===== config.mk =====
export PLATFORM = sky130hd
export DESIGN_NAME = fvn_output
export DESIGN_NICKNAME = d
export VERILOG_FILES = /design/src/hdl/fvn_pkg.sv /design/src/hdl/fvn_output.sv
export SDC_FILE = /design/constraint.sdc
export NUM_CORES = 1
export LEC_CHECK = 0
export BUFFER_PORTS_ARGS = -buffer_cell sky130_fd_sc_hd__buf_2
export CAP_MARGIN = 20
export CORE_ASPECT_RATIO = 1.5
export CORE_MARGIN = 1.5
export CORE_UTILIZATION = 60
export CTS_CLUSTER_SIZE = 25
export DETAILED_ROUTE_END_ITERATION = 8
export PLACE_DENSITY_LB_ADDON = 0.05
export REMOVE_ABC_BUFFERS = 1
export SKIP_LAST_GASP = 1
export SLEW_MARGIN = 10
export SYNTH_ARGS = -nofsm -noshare
export SYNTH_HDL_FRONTEND = slang
export SYNTH_SLANG_ARGS = --single-unit

===== constraint.sdc =====
create_clock -name clk -period 16.5 [get_ports clk]
set_input_delay 0.825 -clock clk [delete_from_list [all_inputs] [get_ports clk]]
set_output_delay 0.825 -clock clk [all_outputs]
set_load 0.02 [all_outputs]

===== src/hdl/fvn_pkg.sv =====
// Shared constants for the fractal value noise height generator.
`timescale 1ns / 1ps
package fvn_pkg;

    // Corner hash multipliers
    localparam logic [31:0] HX_MUL   = 32'd374761393;
    localparam logic [31:0] HZ_MUL   = 32'd668265263;
    localparam logic [31:0] HMIX_MUL = 32'd1274126177;

    // Corner value width (top half of the hash)
    localparam int VAL_W = 16;

    // Configuration register indexes
    localparam int CFG_IDX_W = 2;
    localparam logic [CFG_IDX_W-1:0] CFG_SEED         = 2'd0;
    localparam logic [CFG_IDX_W-1:0] CFG_HEIGHT_SCALE = 2'd1;

    localparam int SEED_W  = 32;
    localparam int SCALE_W = 16;
    localparam int CFG_W   = 32;
    localparam logic [SCALE_W-1:0] SCALE_RESET = 16'd256;

    // Result widths
    localparam int RAW_W    = 16;
    localparam int SCALED_W = 24;
    localparam int OUT_W    = 40;

    // Stages inside one octave cell
    localparam int CELL_STAGES = 7;

endpackage


===== src/hdl/fvn_output.sv =====
// Height scaling stage, output register and skid buffer.
`timescale 1ns / 1ps
module fvn_output (
    input  logic                                clk,
    input  logic                                rst_n,
    input  logic                                in_valid,
    input  logic [fvn_pkg::RAW_W-1:0]           in_raw,
    input  logic [fvn_pkg::SCALE_W-1:0]         height_scale,
    output logic                                en,
    output logic                                m_tvalid,
    input  logic                                m_tready,
    output logic [fvn_pkg::OUT_W-1:0]           m_tdata
);

    localparam int PW = fvn_pkg::RAW_W + fvn_pkg::SCALE_W;

    logic                       sv_reg;
    logic [fvn_pkg::RAW_W-1:0]  sraw_reg;
    logic [PW-1:0]              sprod_reg;
    logic [fvn_pkg::OUT_W-1:0]  sdata;

    logic                       out_valid_reg;
    logic [fvn_pkg::OUT_W-1:0]  out_data_reg;
    logic                       skid_valid_reg;
    logic [fvn_pkg::OUT_W-1:0]  skid_data_reg;
    logic                       take;

    assign en    = !skid_valid_reg;
    assign take  = out_valid_reg && m_tready;
    // product never exceeds 24 bits after the shift, so no clamp is needed
    assign sdata = {sprod_reg[PW-1:8], sraw_reg};

    always_ff @(posedge clk or negedge rst_n)
    begin
        if (!rst_n)
        begin
            sv_reg <= 1'b0;
        end
        else if (en)
        begin
            sv_reg <= in_valid;
        end
    end

    always_ff @(posedge clk)
    begin
        if (en)
        begin
            sraw_reg  <= in_raw;
            sprod_reg <= PW'(in_raw) * PW'(height_scale);
        end
    end

    always_ff @(posedge clk or negedge rst_n)
    begin
        if (!rst_n)
        begin
            out_valid_reg  <= 1'b0;
            skid_valid_reg <= 1'b0;
        end
        else if (skid_valid_reg)
        begin
            if (take)
            begin
                skid_valid_reg <= 1'b0;
            end
        end
        else if (sv_reg)
        begin
            if (!out_valid_reg || take)
            begin
                out_valid_reg <= 1'b1;
            end
            else
            begin
                skid_valid_reg <= 1'b1;
            end
        end
        else if (take)
        begin
            out_valid_reg <= 1'b0;
        end
    end

    always_ff @(posedge clk)
    begin
        if (skid_valid_reg)
        begin
            if (take)
            begin
                out_data_reg <= skid_data_reg;
            end
        end
        else if (sv_reg)
        begin
            if (!out_valid_reg || take)
            begin
                out_data_reg <= sdata;
            end
            else
            begin
                skid_data_reg <= sdata;
            end
        end
    end

    assign m_tvalid = out_valid_reg;
    assign m_tdata  = out_data_reg;

    a_skid_needs_out: assert property (@(posedge clk) disable iff (!rst_n)
        skid_valid_reg |-> out_valid_reg)
        else $error("skid holds data while output register is empty");

    a_skid_holds: assert property (@(posedge clk) disable iff (!rst_n)
        skid_valid_reg && !m_tready |=> skid_valid_reg && $stable(skid_data_reg))
        else $error("skid data lost during stall");

    a_skid_fill: assert property (@(posedge clk) disable iff (!rst_n)
        !skid_valid_reg && sv_reg && out_valid_reg && !m_tready |=> skid_valid_reg)
        else $error("scaled result dropped while output stalled");

endmodule


==> impl_summary.md <==
GRT
The initial antenna violation count is 0. The wire length of the first global-routing pass is 44.7 mm. After global routing the overflow that remains totals 0. Global routing used 26.9% of the available tracks. Entering global routing, the biggest net connects 47 pins. The via count of the first global-routing pass is 8,908.

STA
Setup violations remaining at the end of the flow were counted as 0. Measured against its own limit, the worst slew margin works out to 60.9%. For this run, the top clock speed supported by timing is 0.157 GHz. The final sum of negative setup slack is 0 ps. The clock period could shrink to 6390 ps. The clock arrives with 12.8 ps of skew.

The count of final max-slew check failures is 0. Setup repair after global routing left no endpoint under its margin. The final clock period utilization by the worst path is 38.7%. The number of hold violations in the final report was 0.

The transition time at the pin with the least slew margin is 586 ps.

Cells and area
0 antenna diodes ended up in the layout. The signed area change from the synthesized netlist to the final layout is 9.46%. In the final design database the tool counted 1,527 nets. The count of cells in the finished layout, fillers not included, comes to 1,474. Once layout is done, the placed cells without fillers occupy 0.0138 mm2. The share of layout cells above drive strength 1 is 14.0%.

Die
For this configuration, the core starts out at a cell density of 61.4%. During I/O placement, the number of pins put on the boundary was 78. The die is 121 um wide.

The die is 180 um tall. Row generation in the floorplan step produced 64 rows. The floorplan step defined a die boundary enclosing 0.0219 mm2. The floorplan step defined a core boundary enclosing 0.0205 mm2.

Setup path
On the worst path, the slowest cell contributes a delay of 530 ps. The biggest fanout along the worst timing path is 17. The endpoint type of the worst setup path is a register. The critical path is of the input port to register type. In this design, the critical path's most frequently occurring cell is sky130_fd_sc_hd__fa_1. The slowest stage of the critical path is the sky130_fd_sc_hd__fa_1 cell. Data on the critical path is required at its endpoint by 16,650 ps.

Traced cell by cell, the critical path runs through buf_2, nand2_1, fa_1, inv_1, fa_1, inv_1, fa_1, inv_1, fa_1, fa_1, inv_1, fa_1, inv_1, ha_1, a21oi_1, o21ai_0, or3_1, o22a_1, o21ai_1, a31oi_1, xnor2_1. The sort of element at the start of the critical path is an input port. The worst endpoint data arrival time is 6540 ps.

Place
The global placer's final weighted congestion is 0.921. The placed wire-length estimate is 20.5 mm. In this run the tool buffered the top-level ports with 77 buffer cells.

After detailed placement, the total cell area comes to 0.0132 mm2. The number of cells after detailed placement is 1,441.

Synthesis
In the synthesized netlist the dominant register cell turns out to be sky130_fd_sc_hd__edfxtp_1. The mapped netlist covers 0.0126 mm2. By area the synthesized netlist is led by sky130_fd_sc_hd__fa_1 31%, sky130_fd_sc_hd__edfxtp_1 29%, sky130_fd_sc_hd__ha_1 10%. The synthesis warning total is 0.

The number of different library cells used by synthesis comes to 45. The post-synthesis average cell area is 11.1 um2. The fraction of synthesis flops using an asynchronous set or reset pin is 2.44%. The number of flops mapped to enable cells by yosys is 120. Sequential cells were found to cover 29.2% of the synthesized design area. The cell type with the highest aggregate area in the netlist is sky130_fd_sc_hd__fa_1. Synthesis handed over a netlist of 1,138 instances.

The flop and latch count out of synthesis is 123. The share of the synthesized area in the top cell type is 30.7%.

Detailed routing
The final route contains 8,120 vias. The post-detailed-route wirelength per cell is 18.4 um. The first detailed-routing pass took 5 iterations. The final layout contains routed wiring with a total length of 27.2 mm. The number of DRC violations after detailed routing is 0. The violation count after the first detailed-routing iteration is 368. In this run the remaining antenna-violating nets after routing total 0. Dividing the detail-routed via count by the number of cells gives 5.51.

Clocking
Hold repair after CTS inserted 0 buffers. The clock buffer count from CTS is 17. The number of levels in the clock H-tree is 4.

TritonCTS built the clock tree. The maximum clock path buffer count is 2. The number of gates resized after cts is 0. The cell at the root of the clock tree is sky130_fd_sc_hd__clkbuf_16. The later pin in the worst-skew pair is clocked with a latency of 400 ps. The clock-pin slew on the worst setup and hold paths is 60 ps. The total clock sinks is 123.

The number of post-CTS setup repair buffers is 0.

Flow run
Across the run, the number of max-cap violations was 0.

Power
IR analysis of the VDD net gives a maximum drop of 180 uV. For this design the static power due to leakage is 6.45 nW. The power per cell area is 218 mW/mm2.

Status
The run finished with clean final reports.

Worst hold path
The worst hold path belongs to the class input port to async pin.
[cell type report]
cell class	instances	area (um2)
Multi-Input combinational cell	750	7930
Fill cell	1667	6730
Sequential cell	123	3680
Inverter	224	841
Clock buffer	19	443
Timing Repair Buffer	81	428
Tap cell	264	330
Clock inverter	13	119
[logic make-up (layout without fill, tap and decap cells)]
group / after synthesis / count (layout) / synth area share, %
compound gates: 85 / 85 / 4.81
mux: 41 / 41 / 3.67
simple gates: 303 / 303 / 11.8
fa+ha+maj: 294 / 294 / 40.7
buf+inv: 265 / 337 / 7.90
flops: 123 / 123 / 29.2
xor+xnor: 27 / 27 / 1.88
[metrics by stage]
step           util [%]  total power, mW  setup slack, ps  hold WS [ps]
2_1_floorplan         -             2.15            10490           422
5_1_grt            67.2             3.30             9900           190
3_5_place_dp       64.4             2.64             9750           431
3_3_place_gp       64.4             2.62             9880           429
6_report           67.2             3.00            10110           206
4_1_cts            67.1             3.01            10170           186
[path summary, 6_finish.rpt]
path	start	cells past startpoint	slack, ps	end
setup / recovery	in_raw[6]	21	10110	sprod_reg[31]$_DFFE_PN_
hold / removal	rst_n	1	210	sv_reg$_DFFE_PN0N_
setup reg to reg	skid_valid_reg$_DFF_PN0_	4	14580	m_tdata[7]$_DFFE_PP_
hold reg to reg	sprod_reg[11]$_DFFE_PN_	0	440	skid_data_reg[19]$_DFFE_PP_
max in group asynchronous	rst_n	1	16180	skid_valid_reg$_DFF_PN0_
min in group clk	sprod_reg[11]$_DFFE_PN_	0	440	skid_data_reg[19]$_DFFE_PP_
[report_power, final]
| group | leakage (nW) | switching, mW | total [mW] | internal (mW) |
|---|---|---|---|---|
| Clock | 0.278 | 0.132 | 0.344 | 0.212 |
| Combinational | 5.06 | 1.30 | 2.20 | 0.906 |
| Sequential | 1.12 | 0.000175 | 0.451 | 0.450 |
| Total | 6.45 | 1.43 | 3.00 | 1.57 |
[Yosys cell counts (2+ instances only)]
master	number
sky130_fd_sc_hd__edfxtp_1	120
sky130_fd_sc_hd__a221oi_2	2
sky130_fd_sc_hd__a31o_2	2
sky130_fd_sc_hd__a211oi_1	5
sky130_fd_sc_hd__nand3_1	5
sky130_fd_sc_hd__nor3_1	2
sky130_fd_sc_hd__o21ai_2	4
sky130_fd_sc_hd__a31oi_1	4
sky130_fd_sc_hd__xor2_1	13
sky130_fd_sc_hd__inv_1	224
sky130_fd_sc_hd__a21o_1	16
sky130_fd_sc_hd__o21ai_1	4
sky130_fd_sc_hd__a21oi_1	21
sky130_fd_sc_hd__clkbuf_1	41
sky130_fd_sc_hd__dfrtp_1	3
sky130_fd_sc_hd__nor2_1	11
sky130_fd_sc_hd__fa_1	193
sky130_fd_sc_hd__nand2_1	154
sky130_fd_sc_hd__mux2_2	41
sky130_fd_sc_hd__o21a_1	2
sky130_fd_sc_hd__and2_1	120
sky130_fd_sc_hd__nand4_1	5
sky130_fd_sc_hd__ha_1	101
sky130_fd_sc_hd__o21ai_0	11
sky130_fd_sc_hd__xnor2_1	14
[layer usage]
metal,part of all wire (%),global-route usage [%],up-vias,routed length [um]
met5,0,0,-,0
met4,3.6,11.4,0,979
met3,3.5,2.94,62,962
met2,54,49.5,238,14600
met1,39,31.5,4122,10600
li1,-,-,3698,-
[cell usage in the layout (no fill, tap or decap), types with 17 or more instances in the layout]
cell type / n
sky130_fd_sc_hd__clkbuf_16: 17
sky130_fd_sc_hd__mux2_2: 41
sky130_fd_sc_hd__buf_2: 77
sky130_fd_sc_hd__fa_1: 193
sky130_fd_sc_hd__and2_1: 120
sky130_fd_sc_hd__edfxtp_1: 120
sky130_fd_sc_hd__ha_1: 101
sky130_fd_sc_hd__nand2_1: 154
sky130_fd_sc_hd__inv_1: 224
sky130_fd_sc_hd__a21oi_1: 21
[worst max-delay path, delay by kind of cell]
family	cells	cell delay [ps]
adders and majority gates	7	3320
AOI/OAI and AO/OA	5	1100
buffers and inverters	6	640
and+or+nand+nor	2	490
xor gates and xnor gates	1	140
Power figures use the tool's default switching activity.
